--- src/design/cfsuv_pkg.sv ---
// cfsuv_pkg: shared constants and types for the cube map face select unit
// no dependencies; imported by every module of the block

package cfsuv_pkg;

   // default field widths
   localparam int CFSUV_COMPONENT_BITS = 16;
   localparam int CFSUV_COORD_BITS     = 16;

   localparam int FACE_BITS  = 3;
   localparam int LANE_COUNT = 2;
   localparam int LANE_U     = 0;
   localparam int LANE_V     = 1;

   typedef enum logic [FACE_BITS-1:0] {
      FACE_POS_X = 3'd0,
      FACE_NEG_X = 3'd1,
      FACE_POS_Y = 3'd2,
      FACE_NEG_Y = 3'd3,
      FACE_POS_Z = 3'd4,
      FACE_NEG_Z = 3'd5
   } face_type;

   // per-word side information that rides along the divider stages
   typedef struct packed {
      face_type face;
      logic     zero;
   } side_type;

endpackage

--- src/design/cfsuv_axis.sv ---
// cfsuv_axis: first pipeline stage, major axis pick, face code and ratio operands
// depends on cfsuv_pkg

module cfsuv_axis
   import cfsuv_pkg::*;
#(
   parameter int COMPONENT_BITS = CFSUV_COMPONENT_BITS
) (
   input  logic                                          clock,
   input  logic                                          reset,
   input  logic                                          in_valid,
   output logic                                          in_stall,
   input  logic [COMPONENT_BITS-1:0]                     in_dir_x,
   input  logic [COMPONENT_BITS-1:0]                     in_dir_y,
   input  logic [COMPONENT_BITS-1:0]                     in_dir_z,
   output logic                                          out_valid,
   input  logic                                          out_stall,
   output side_type                                      out_side,
   output logic [LANE_COUNT-1:0][COMPONENT_BITS:0]       out_num,
   output logic [LANE_COUNT-1:0][COMPONENT_BITS:0]       out_den
);

   localparam int CB = COMPONENT_BITS;

   logic signed [CB:0] xe, ye, ze;
   logic signed [CB:0] ax, ay, az;
   logic               sel_x, sel_y, zero;
   logic               adv;

   logic                               valid_ff;
   side_type                           side_ff, side_in;
   logic [LANE_COUNT-1:0][CB:0]        num_ff, num_in;
   logic [LANE_COUNT-1:0][CB:0]        den_ff, den_in;

   always_comb begin
      xe = $signed({in_dir_x[CB-1], in_dir_x});
      ye = $signed({in_dir_y[CB-1], in_dir_y});
      ze = $signed({in_dir_z[CB-1], in_dir_z});
      ax = xe[CB] ? -xe : xe;
      ay = ye[CB] ? -ye : ye;
      az = ze[CB] ? -ze : ze;

      // ties go to x, then y
      sel_x = (ax >= ay) && (ax >= az);
      sel_y = !sel_x && (ay >= az);
      zero  = (xe == '0) && (ye == '0) && (ze == '0);

      side_in.zero = zero;
      if (sel_x) begin
         side_in.face   = xe[CB] ? FACE_NEG_X : FACE_POS_X;
         num_in[LANE_U] = -ze;
         den_in[LANE_U] = xe;
         num_in[LANE_V] = ye;
         den_in[LANE_V] = ax;
      end else if (sel_y) begin
         side_in.face   = ye[CB] ? FACE_NEG_Y : FACE_POS_Y;
         num_in[LANE_U] = xe;
         den_in[LANE_U] = ay;
         num_in[LANE_V] = -ze;
         den_in[LANE_V] = ye;
      end else begin
         side_in.face   = ze[CB] ? FACE_NEG_Z : FACE_POS_Z;
         num_in[LANE_U] = xe;
         den_in[LANE_U] = ze;
         num_in[LANE_V] = ye;
         den_in[LANE_V] = az;
      end

      // 0/1 gives the center coordinate for the zero vector
      if (zero) begin
         num_in[LANE_U] = '0;
         den_in[LANE_U] = {{CB{1'b0}}, 1'b1};
         num_in[LANE_V] = '0;
         den_in[LANE_V] = {{CB{1'b0}}, 1'b1};
      end
   end

   assign adv      = !valid_ff || !out_stall;
   assign in_stall = !adv;

   always_ff @(posedge clock) begin
      if (reset) begin
         valid_ff <= 1'b0;
      end else if (adv) begin
         valid_ff <= in_valid;
      end
   end

   always_ff @(posedge clock) begin
      if (adv && in_valid) begin
         side_ff <= side_in;
         num_ff  <= num_in;
         den_ff  <= den_in;
      end
   end

   assign out_valid = valid_ff;
   assign out_side  = side_ff;
   assign out_num   = num_ff;
   assign out_den   = den_ff;

endmodule

--- src/design/cfsuv_prep.sv ---
// cfsuv_prep: second stage, sign folding and integer quotient bit of each ratio
// depends on cfsuv_pkg

module cfsuv_prep
   import cfsuv_pkg::*;
#(
   parameter int COMPONENT_BITS = CFSUV_COMPONENT_BITS,
   parameter int COORD_BITS     = CFSUV_COORD_BITS
) (
   input  logic                                          clock,
   input  logic                                          reset,
   input  logic                                          in_valid,
   output logic                                          in_stall,
   input  side_type                                      in_side,
   input  logic [LANE_COUNT-1:0][COMPONENT_BITS:0]       in_num,
   input  logic [LANE_COUNT-1:0][COMPONENT_BITS:0]       in_den,
   output logic                                          out_valid,
   input  logic                                          out_stall,
   output side_type                                      out_side,
   output logic [LANE_COUNT-1:0][COMPONENT_BITS-1:0]     out_rem,
   output logic [LANE_COUNT-1:0][COMPONENT_BITS-1:0]     out_den,
   output logic [LANE_COUNT-1:0][COORD_BITS-1:0]         out_quo,
   output logic [LANE_COUNT-1:0]                         out_sat
);

   localparam int CB = COMPONENT_BITS;
   localparam int CO = COORD_BITS;

   logic signed [CB:0]              n [LANE_COUNT];
   logic signed [CB:0]              dm [LANE_COUNT];
   logic signed [CB:0]              sum [LANE_COUNT];
   logic                            adv;

   logic                            valid_ff;
   side_type                        side_ff;
   logic [LANE_COUNT-1:0][CB-1:0]   rem_ff, rem_in;
   logic [LANE_COUNT-1:0][CB-1:0]   den_ff, den_in;
   logic [LANE_COUNT-1:0][CO-1:0]   quo_ff, quo_in;
   logic [LANE_COUNT-1:0]           sat_ff, sat_in;

   always_comb begin
      for (int i = 0; i < LANE_COUNT; i++) begin
         // fold a negative denominator into the numerator
         n[i]   = in_den[i][CB] ? -$signed(in_num[i]) : $signed(in_num[i]);
         dm[i]  = in_den[i][CB] ? -$signed(in_den[i]) : $signed(in_den[i]);
         sum[i] = n[i] + dm[i];
         // ratio of +1 saturates
         sat_in[i] = (n[i] == dm[i]);
         // integer part of (n + d) / d is 1 exactly when n is non-negative
         quo_in[i] = {{(CO-1){1'b0}}, !n[i][CB]};
         rem_in[i] = n[i][CB] ? sum[i][CB-1:0] : n[i][CB-1:0];
         den_in[i] = dm[i][CB-1:0];
      end
   end

   assign adv      = !valid_ff || !out_stall;
   assign in_stall = !adv;

   always_ff @(posedge clock) begin
      if (reset) begin
         valid_ff <= 1'b0;
      end else if (adv) begin
         valid_ff <= in_valid;
      end
   end

   always_ff @(posedge clock) begin
      if (adv && in_valid) begin
         side_ff <= in_side;
         rem_ff  <= rem_in;
         den_ff  <= den_in;
         quo_ff  <= quo_in;
         sat_ff  <= sat_in;
      end
   end

   assign out_valid = valid_ff;
   assign out_side  = side_ff;
   assign out_rem   = rem_ff;
   assign out_den   = den_ff;
   assign out_quo   = quo_ff;
   assign out_sat   = sat_ff;

endmodule

--- src/design/cfsuv_div_step.sv ---
// cfsuv_div_step: one registered restoring-division step for both coordinate lanes
// depends on cfsuv_pkg

module cfsuv_div_step
   import cfsuv_pkg::*;
#(
   parameter int COMPONENT_BITS = CFSUV_COMPONENT_BITS,
   parameter int COORD_BITS     = CFSUV_COORD_BITS
) (
   input  logic                                          clock,
   input  logic                                          reset,
   input  logic                                          in_valid,
   output logic                                          in_stall,
   input  side_type                                      in_side,
   input  logic [LANE_COUNT-1:0][COMPONENT_BITS-1:0]     in_rem,
   input  logic [LANE_COUNT-1:0][COMPONENT_BITS-1:0]     in_den,
   input  logic [LANE_COUNT-1:0][COORD_BITS-1:0]         in_quo,
   input  logic [LANE_COUNT-1:0]                         in_sat,
   output logic                                          out_valid,
   input  logic                                          out_stall,
   output side_type                                      out_side,
   output logic [LANE_COUNT-1:0][COMPONENT_BITS-1:0]     out_rem,
   output logic [LANE_COUNT-1:0][COMPONENT_BITS-1:0]     out_den,
   output logic [LANE_COUNT-1:0][COORD_BITS-1:0]         out_quo,
   output logic [LANE_COUNT-1:0]                         out_sat
);

   localparam int CB = COMPONENT_BITS;
   localparam int CO = COORD_BITS;

   logic [CB:0]                     r2 [LANE_COUNT];
   logic [CB:0]                     d2 [LANE_COUNT];
   logic [CB:0]                     diff [LANE_COUNT];
   logic                            ge [LANE_COUNT];
   logic                            adv;

   logic                            valid_ff;
   side_type                        side_ff;
   logic [LANE_COUNT-1:0][CB-1:0]   rem_ff, rem_in;
   logic [LANE_COUNT-1:0][CB-1:0]   den_ff;
   logic [LANE_COUNT-1:0][CO-1:0]   quo_ff, quo_in;
   logic [LANE_COUNT-1:0]           sat_ff;

   always_comb begin
      for (int i = 0; i < LANE_COUNT; i++) begin
         r2[i]     = {in_rem[i], 1'b0};
         d2[i]     = {1'b0, in_den[i]};
         diff[i]   = r2[i] - d2[i];
         ge[i]     = (r2[i] >= d2[i]);
         rem_in[i] = ge[i] ? diff[i][CB-1:0] : r2[i][CB-1:0];
         quo_in[i] = {in_quo[i][CO-2:0], ge[i]};
      end
   end

   assign adv      = !valid_ff || !out_stall;
   assign in_stall = !adv;

   always_ff @(posedge clock) begin
      if (reset) begin
         valid_ff <= 1'b0;
      end else if (adv) begin
         valid_ff <= in_valid;
      end
   end

   always_ff @(posedge clock) begin
      if (adv && in_valid) begin
         side_ff <= in_side;
         rem_ff  <= rem_in;
         den_ff  <= in_den;
         quo_ff  <= quo_in;
         sat_ff  <= in_sat;
      end
   end

   assign out_valid = valid_ff;
   assign out_side  = side_ff;
   assign out_rem   = rem_ff;
   assign out_den   = den_ff;
   assign out_quo   = quo_ff;
   assign out_sat   = sat_ff;

endmodule

--- src/design/cubemap_face_select_uv_unit.sv ---
// cubemap_face_select_uv_unit: cube map face selection with face coordinates
// depends on cfsuv_pkg, cfsuv_axis, cfsuv_prep, cfsuv_div_step
//
// usage
//   req channel takes one direction word (dir_x, dir_y, dir_z, signed) when
//   req_valid is high and req_stall is low; rsp channel gives face, coord_u,
//   coord_v and zero_dir when rsp_valid is high, taken when rsp_stall is low
//   the path from acceptance to rsp_valid is one axis stage, one sign-folding
//   stage that also yields the integer quotient bit, then one restoring-division
//   stage per fraction bit of the coordinates, both coordinates side by side
//   throughput is one word per cycle while rsp_stall stays low, set by the
//   one-step-per-stage divider
//   every stage has its own valid bit, so bubbles close up under a stall and
//   words keep entering until the pipeline is full; req_stall rises only when
//   every stage holds a word and rsp_stall is high
//   reset clears all valid bits; no words are in flight after reset
//   the zero vector gives face +x, zero_dir high and both coordinates at half

module cubemap_face_select_uv_unit
   import cfsuv_pkg::*;
#(
   parameter int COMPONENT_BITS = CFSUV_COMPONENT_BITS,
   parameter int COORD_BITS     = CFSUV_COORD_BITS
) (
   input  logic                      clock,
   input  logic                      reset,
   input  logic                      req_valid,
   output logic                      req_stall,
   input  logic [COMPONENT_BITS-1:0] req_dir_x,
   input  logic [COMPONENT_BITS-1:0] req_dir_y,
   input  logic [COMPONENT_BITS-1:0] req_dir_z,
   output logic                      rsp_valid,
   input  logic                      rsp_stall,
   output logic [FACE_BITS-1:0]      rsp_face,
   output logic [COORD_BITS-1:0]     rsp_coord_u,
   output logic [COORD_BITS-1:0]     rsp_coord_v,
   output logic                      rsp_zero_dir
);

   localparam int CB    = COMPONENT_BITS;
   localparam int CO    = COORD_BITS;
   // one division stage per fraction bit
   localparam int STEPS = COORD_BITS - 1;

   // axis stage to prep stage
   logic                              ax_valid;
   logic                              ax_stall;
   side_type                          ax_side;
   logic [LANE_COUNT-1:0][CB:0]       ax_num;
   logic [LANE_COUNT-1:0][CB:0]       ax_den;

   // divider pipe, index 0 is the prep stage output
   logic                              dv_valid [STEPS+1];
   logic                              dv_stall [STEPS+1];
   side_type                          dv_side  [STEPS+1];
   logic [LANE_COUNT-1:0][CB-1:0]     dv_rem   [STEPS+1];
   logic [LANE_COUNT-1:0][CB-1:0]     dv_den   [STEPS+1];
   logic [LANE_COUNT-1:0][CO-1:0]     dv_quo   [STEPS+1];
   logic [LANE_COUNT-1:0]             dv_sat   [STEPS+1];

   // major axis, face and ratio operands
   cfsuv_axis #(
      .COMPONENT_BITS (COMPONENT_BITS)
   ) u_axis (
      .clock     (clock),
      .reset     (reset),
      .in_valid  (req_valid),
      .in_stall  (req_stall),
      .in_dir_x  (req_dir_x),
      .in_dir_y  (req_dir_y),
      .in_dir_z  (req_dir_z),
      .out_valid (ax_valid),
      .out_stall (ax_stall),
      .out_side  (ax_side),
      .out_num   (ax_num),
      .out_den   (ax_den)
   );

   // denominator made positive, integer bit and saturation flag
   cfsuv_prep #(
      .COMPONENT_BITS (COMPONENT_BITS),
      .COORD_BITS     (COORD_BITS)
   ) u_prep (
      .clock     (clock),
      .reset     (reset),
      .in_valid  (ax_valid),
      .in_stall  (ax_stall),
      .in_side   (ax_side),
      .in_num    (ax_num),
      .in_den    (ax_den),
      .out_valid (dv_valid[0]),
      .out_stall (dv_stall[0]),
      .out_side  (dv_side[0]),
      .out_rem   (dv_rem[0]),
      .out_den   (dv_den[0]),
      .out_quo   (dv_quo[0]),
      .out_sat   (dv_sat[0])
   );

   // one fraction bit per stage
   for (genvar k = 0; k < STEPS; k++) begin : g_step
      cfsuv_div_step #(
         .COMPONENT_BITS (COMPONENT_BITS),
         .COORD_BITS     (COORD_BITS)
      ) u_step (
         .clock     (clock),
         .reset     (reset),
         .in_valid  (dv_valid[k]),
         .in_stall  (dv_stall[k]),
         .in_side   (dv_side[k]),
         .in_rem    (dv_rem[k]),
         .in_den    (dv_den[k]),
         .in_quo    (dv_quo[k]),
         .in_sat    (dv_sat[k]),
         .out_valid (dv_valid[k+1]),
         .out_stall (dv_stall[k+1]),
         .out_side  (dv_side[k+1]),
         .out_rem   (dv_rem[k+1]),
         .out_den   (dv_den[k+1]),
         .out_quo   (dv_quo[k+1]),
         .out_sat   (dv_sat[k+1])
      );
   end

   // last stage is the output register; saturation picks all ones
   assign dv_stall[STEPS] = rsp_stall;
   assign rsp_valid       = dv_valid[STEPS];
   assign rsp_face        = dv_side[STEPS].face;
   assign rsp_zero_dir    = dv_side[STEPS].zero;
   assign rsp_coord_u     = dv_sat[STEPS][LANE_U] ? {CO{1'b1}} : dv_quo[STEPS][LANE_U];
   assign rsp_coord_v     = dv_sat[STEPS][LANE_V] ? {CO{1'b1}} : dv_quo[STEPS][LANE_V];

`ifndef SYNTHESIS
   // a zero vector always leaves as +x with centered coordinates
   assert property (@(posedge clock) disable iff (reset)
      rsp_valid && rsp_zero_dir |->
         rsp_face == FACE_POS_X && rsp_coord_u == {1'b1, {(CO-1){1'b0}}} &&
         rsp_coord_v == {1'b1, {(CO-1){1'b0}}})
      else $error("zero vector word has wrong face or coordinates");

   // with the output free, every stage advances and the input is never held
   assert property (@(posedge clock) disable iff (reset)
      !rsp_stall |-> !req_stall)
      else $error("input stalled while output is free");

   // reset empties the pipeline
   assert property (@(posedge clock)
      reset |=> !rsp_valid)
      else $error("result word valid right after reset");
`endif

endmodule

--- config.mk ---
export PLATFORM = sky130hd
export DESIGN_NAME = cubemap_face_select_uv_unit
export DESIGN_NICKNAME = d
export VERILOG_FILES = /design/src/design/cfsuv_pkg.sv /design/src/design/cfsuv_axis.sv /design/src/design/cfsuv_prep.sv /design/src/design/cfsuv_div_step.sv /design/src/design/cubemap_face_select_uv_unit.sv
export SDC_FILE = /design/constraint.sdc
export NUM_CORES = 2
export LEC_CHECK = 0
export BUFFER_PORTS_ARGS = -buffer_cell sky130_fd_sc_hd__buf_2
export CELL_PAD_IN_SITES_DETAIL_PLACEMENT = 0
export CELL_PAD_IN_SITES_GLOBAL_PLACEMENT = 1
export CORE_UTILIZATION = 48
export DETAILED_ROUTE_END_ITERATION = 10
export PLACE_DENSITY = 0.82
export RECOVER_POWER = 100
export SLEW_MARGIN = 10
export SYNTH_ARGS = -nofsm -noshare
export SYNTH_HDL_FRONTEND = slang
export SYNTH_HIERARCHICAL = 1
export SYNTH_SLANG_ARGS = --single-unit
export TNS_END_PERCENT = 10
--- constraint.sdc ---
create_clock -name clock -period 10.7 [get_ports clock]
set_input_delay 2.675 -clock clock [delete_from_list [all_inputs] [get_ports clock]]
set_output_delay 2.675 -clock clock [all_outputs]
set_load 0.02 [all_outputs]
; Word-level counts from Yosys, hierarchy flattened
; Index checks and enable logic that the tools add are counted.
[op_classes]
n_addsub = 37
mul = 0
n_div = 0
magnitude_cmp = 33
n_eq_ne = 2
shifts = 0
muxes = 48
bitwise = 0
n_reduce_logical = 63
[op_table]
columns = operator, count
row1 = $mux W16, 32
row2 = $ge A17 B16 Y1, 30
row3 = $sub A16 B16 Y16, 28
row4 = $mux W34, 4
row5 = $mux W17, 7
row6 = $neg A17 Y17, 4
row7 = $ge A17 B17 Y1, 3
row8 = $logic_not A17 Y1, 3
row9 = $neg A16 Y17, 3
row10 = $eq A17 B17 Y1, 2
row11 = $add A16 B16 Y16, 2
row12 = $logic_not A1 Y1, 22
row13 = $logic_and A1 B1 Y1, 21
row14 = $logic_or A1 B1 Y1, 17
row15 = $mux W3, 2
row16 = $mux W1, 3
[word_totals]
reg_bits = 1417
latch_bits = 0
ram_bits = 0
mem_bits_ro = 0
in_bits = 52
word_cells = 374
mem_count = 0

; Depth between registers and ports, before layout
[depth]
ltp_word = 19
ltp_mapped = 20

; By module
; The synthesis kept the hierarchy.
[modules_own_cells]
columns = mod, n_inst, cells_each, area_per_inst_um2, seq_area_each_um2
row1 = cfsuv_div_step at g_step[0].u_step ..., 14, 397, 5126.2, 3083.0
row2 = cfsuv_axis, 1, 706, 6313.6, 2152.1
row3 = cfsuv_prep, 1, 615, 6039.5, 2182.1
row4 = cfsuv_div_step at g_step[14].u_step, 1, 401, 5212.5, 3083.0
row5 = cubemap_face_select_uv_unit, 1, 34, 222.7, 0.0

; Worst setup path before layout
; OpenSTA, ideal clock, no wires.
[synth_path]
kind = input to register
startpoint = input rsp_stall
endpoint = register g_step[0].u_step.den_ff (netlist bit g_step[0].u_step/out_den[0]) (enable)
arrival_ns = 9.705
required_ns = 10.124
setup_slack_ns = 0.419
cell_stages = 16
n_path_buf = 0
path_cell_list = and2_1 > and2_1 > and2_1 > and2_1 > and2_1 > and2_1 > and2_1 > and2_1 > and2_1 > and2_1 > and2_1 > and2_1 > and2_1 > and2_1 > and2_1 > nor2b_1
[synth_between]
elab_chain_len = 17
[synth_lines]
columns = item, line_no
row1 = start: declaration, cubemap_face_select_uv_unit.sv:33  ; input logic rsp_stall,
row2 = $logic_not A1 Y1, cfsuv_div_step.sv:55  ; assign adv = !valid_ff || !out_stall;
row3 = $logic_or A1 B1 Y1 (15 in series), cfsuv_div_step.sv:55
row4 = $logic_and A1 B1 Y1, cfsuv_div_step.sv:67  ; if (adv && in_valid) begin
row5 = end signal: assignment, cfsuv_div_step.sv:70  ; den_ff <= in_den;
row6 = end: declaration, cfsuv_div_step.sv:40  ; logic [LANE_COUNT-1:0][CB-1:0] den_ff;
; Every way passes these cells.
; A chain may end at the register's enable or synchronous reset.

; Final worst setup path
[layout_path]
startpoint = input rsp_stall
endpoint = output req_stall
[layout_between]
elab_chain_len = 19
[layout_lines]
columns = item, line_no
row1 = $logic_not A1 Y1, cfsuv_div_step.sv:55
row2 = $logic_or A1 B1 Y1 (15 in series), cfsuv_div_step.sv:55
row3 = $logic_or A1 B1 Y1, cfsuv_prep.sv:56  ; assign adv = !valid_ff || !out_stall;
row4 = $logic_or A1 B1 Y1, cfsuv_axis.sv:78  ; assign adv = !valid_ff || !out_stall;
row5 = $logic_not A1 Y1, cfsuv_axis.sv:79  ; assign in_stall = !adv;
row6 = end: declaration, cubemap_face_select_uv_unit.sv:28  ; output logic req_stall,
; Every way passes these cells.

==> summary.txt <==
Run status
  – Failing checks: design-rule violations, max-capacitance violations, max-slew violations
  – Run status: finished, violations left

STA
  – FMAX: between 100 and 150 MHz
  – # setup viols final: 0
  – Headroom to the max-slew limit: -159.5%
  – Min Tclk post-route: roughly 9.7 ns
  – Fin crit share: roughly 90%
  – RSZ-0062 raised after global routing: no
  – Skew final: 0.05489 ns
  – Worst Max-Slew Pin Slew: 3.893 ns
  – Hold Vio Cnt, Final: 0
  – Sum Neg Setup Slack: 0 ns
  – Final Max Tran Viols: 1787

Floorplanning
  – Core box area: 165200 um^2
  – IO Count: 90
  – Die width: between 400 and 500 um
  – Chip Height: roughly 400 um
  – Initial Utilization: 48.38%
  – Num rows: 149
  – Die area: 168100 um^2

Setup path
  – R2r endpoint: u_prep/out_den[31]$_DFFE_PP_
  – Worst setup path endpoint: req_stall
  – CP Data Arrival Time: ~7.0 ns
  – CP bufs+invs: 2
  – CP Launch Point: rsp_stall
  – CP Launch Type: input pin
  – Max stage delay cell, worst path: and2_0
  – WS Path Type: input pin to primary output
  – Max incr delay on CP: 0.29 ns
  – Element type at the critical path end: primary output
  – FF-to-FF setup slack: around 3.2 ns
  – Reg2reg start: g_step[14].u_step/out_valid$_SDFFE_PP0N_
  – CP Max Fanout: 3
  – CP delay by family, top: simple AND/OR/NAND/NOR gates
  – CP Depth: 19
  – CP most frequent cell: and2_0
  – Worst Reg-to-Reg Cells: 18
  – Worst Path Required: 8.03 ns
  – CP Cell Sequence: buf_2 -> and2_0 -> and2_0 -> and2_0 -> and2_0 -> and2_0 -> and2_0 -> and2_0 -> and2_0 -> and2_0 -> and2_0 -> and2_0 -> and2_0 -> and2_0 -> and2_0 -> and2_0 -> and2_0 -> and2_0 -> clkbuf_1

Clock tree
  – Root Buffer: clkbuf_16
  – TritonCTS clock tree: built
  – H-tree depth: 4
  – CTS Buf Count: 155
  – CTS resizes: 0
  – Clk pin slew, worst setup/hold paths: 0.06 ns
  – CTS sink cnt: 1416
  – Setup Buffers After CTS: 0
  – Bufs on Longest Clock Path: 3
  – Post-CTS Hold Fix Bufs: 0
  – Clock Latency Late Sink: 0.80 ns

Placed design
  – Number of port buffers: 89
  – GP Congestion: just over 0.9
  – DPL Wire Length: 128.9 mm

Global route
  – Antenna violations before repair: 5
  – Number of global-route vias before repair: 51320
  – Largest net degree at the start of global routing: 75
  – Global-route wire length before repair: 268.1 mm
  – Total GRT Usage: 19.83%
  – GR Overflow Total: 0

Route
  – WL per Instance: around 18 um
  – Via-to-Cell Ratio: 5.551
  – Final ANT Viol Nets: 0
  – Via count: 51720
  – DRT iter0 DRCs: 3326
  – Drt first pass iters: 9
  – # DRC: 24
  – Total routed wirelength: 169.3 mm

Min path
  – Hold Crit Depth: 0
  – Hold Path Class: flop to flop

Pwr
  – Clock Power Share: 40.7%
  – PwrDens: ~150 nW/um^2
  – Sw Share: between 20 and 25%
  – Flop pwr share: 47.4%
  – Switching power: 3.284 mW
  – P_leak: 33.08 nW
  – Share of power burned in combinational logic: 11.9%
  – Pint: ~10 mW
  – VDD IR max: 0.1636 mV

Logic synthesis
  – Ys Warns: 6
  – Synth Cell Area: 79910 um^2
  – Mapped Cells: 6838
  – Avg Inst Size Synth: 11.69 um^2

Final layout
  – Final Util: 52.89%
  – Most common cell after layout, fill and taps aside: edfxtp_1
  – Fin nets: approximately 7600
  – Share of cells above drive strength 1: under 10%
  – Area Overhead vs Synth: 9.328%
  – Most frequent cells in the layout: edfxtp_1 (1399), inv_1 (697), ha_1 (561), nand2_1 (470), o21ai_0 (411)

Flow run
  – Number of max-cap violations: 46
-- how the worst min path moves through the flow --
stage / to / slack (ns) / startpoint
5_1_grt: g_step[1].u_step/out_sat[0]$_DFFE_PP_ / 0.41 / g_step[0].u_step/out_sat[0]$_DFFE_PP_
2_1_floorplan: g_step[0].u_step/out_quo[17]$_DFFE_PP_ / 0.40 / u_prep/out_quo[16]$_DFFE_PP_
3_3_place_gp: g_step[8].u_step/out_side[0]$_DFFE_PP_ / 0.40 / g_step[7].u_step/out_side[0]$_DFFE_PP_
4_1_cts: g_step[1].u_step/out_quo[1]$_DFFE_PP_ / 0.40 / g_step[0].u_step/out_quo[0]$_DFFE_PP_
6_report: g_step[1].u_step/out_sat[0]$_DFFE_PP_ / 0.40 / g_step[0].u_step/out_sat[0]$_DFFE_PP_
3_5_place_dp: g_step[0].u_step/out_side[2]$_DFFE_PP_ / 0.40 / u_prep/out_side[2]$_DFFE_PP_
-- per-layer routing --
metal  vias up  part of all wire [%]  GRT usage [%]
li1      25510                     -              -
met1     24660                    41          22.82
met2      1159                    51          36.68
met3       383                   3.7          2.471
met4         6                   4.3          8.621
met5         -                 0.021              0
-- sequential cells by signal, summed over array words and instances (netlist names) --
| signal | cells |
|---|---|
| g_step.u_step/out_den | 448 |
| g_step.u_step/out_quo | 270 |
| g_step.u_step/out_rem | 448 |
| g_step.u_step/out_sat | 30 |
| g_step.u_step/out_side | 60 |
| g_step.u_step/out_valid | 15 |
| u_axis/out_den | 33 |
| u_axis/out_num | 34 |
| u_axis/out_side | 4 |
| u_axis/out_valid | 1 |
| u_prep/out_den | 32 |
| u_prep/out_quo | 2 |
| u_prep/out_rem | 32 |
| u_prep/out_sat | 2 |
| u_prep/out_side | 4 |
| u_prep/out_valid | 1 |
-- layout make-up --
cell class | instances | area (um^2)
fillers | 14050 | 77820
flip-flops and latches | 1416 | 42350
multi-input cells | 4586 | 33720
clock buffers | 175 | 3975
well taps | 2189 | 2739
inverters | 700 | 2628
clock inverters | 111 | 1341
repair buffers | 137 | 598.1
diodes | 2 | 5.005
-- stage by stage --
step	std cells	hold slack, ns	cell area, um^2	total power, mW	worst slack (ns)
finish	9316	0.3984	87360	13.33	1.029
global route	9315	0.4132	87360	13.85	0.5278
CTS	9314	0.4005	88010	13.48	1.019
detailed placement	9028	0.4045	82700	8.028	1.045
global placement	9028	0.4002	82700	8.005	1.054
floorplan	6840	0.4003	79910	7.633	1.447
-- power by group through the flow --
| stage | sequential (mW) | combinational (mW) | clock, mW |
|---|---|---|---|
| 2_1_floorplan | 6.38 | 1.25 | 0 |
| 3_3_place_gp | 6.43 | 1.58 | 0 |
| 3_5_place_dp | 6.43 | 1.60 | 0 |
| 4_1_cts | 6.31 | 1.61 | 5.56 |
| 5_1_grt | 6.33 | 1.76 | 5.76 |
| 6_report | 6.32 | 1.59 | 5.42 |
Note: power is estimated with default switching activity, not from simulation.
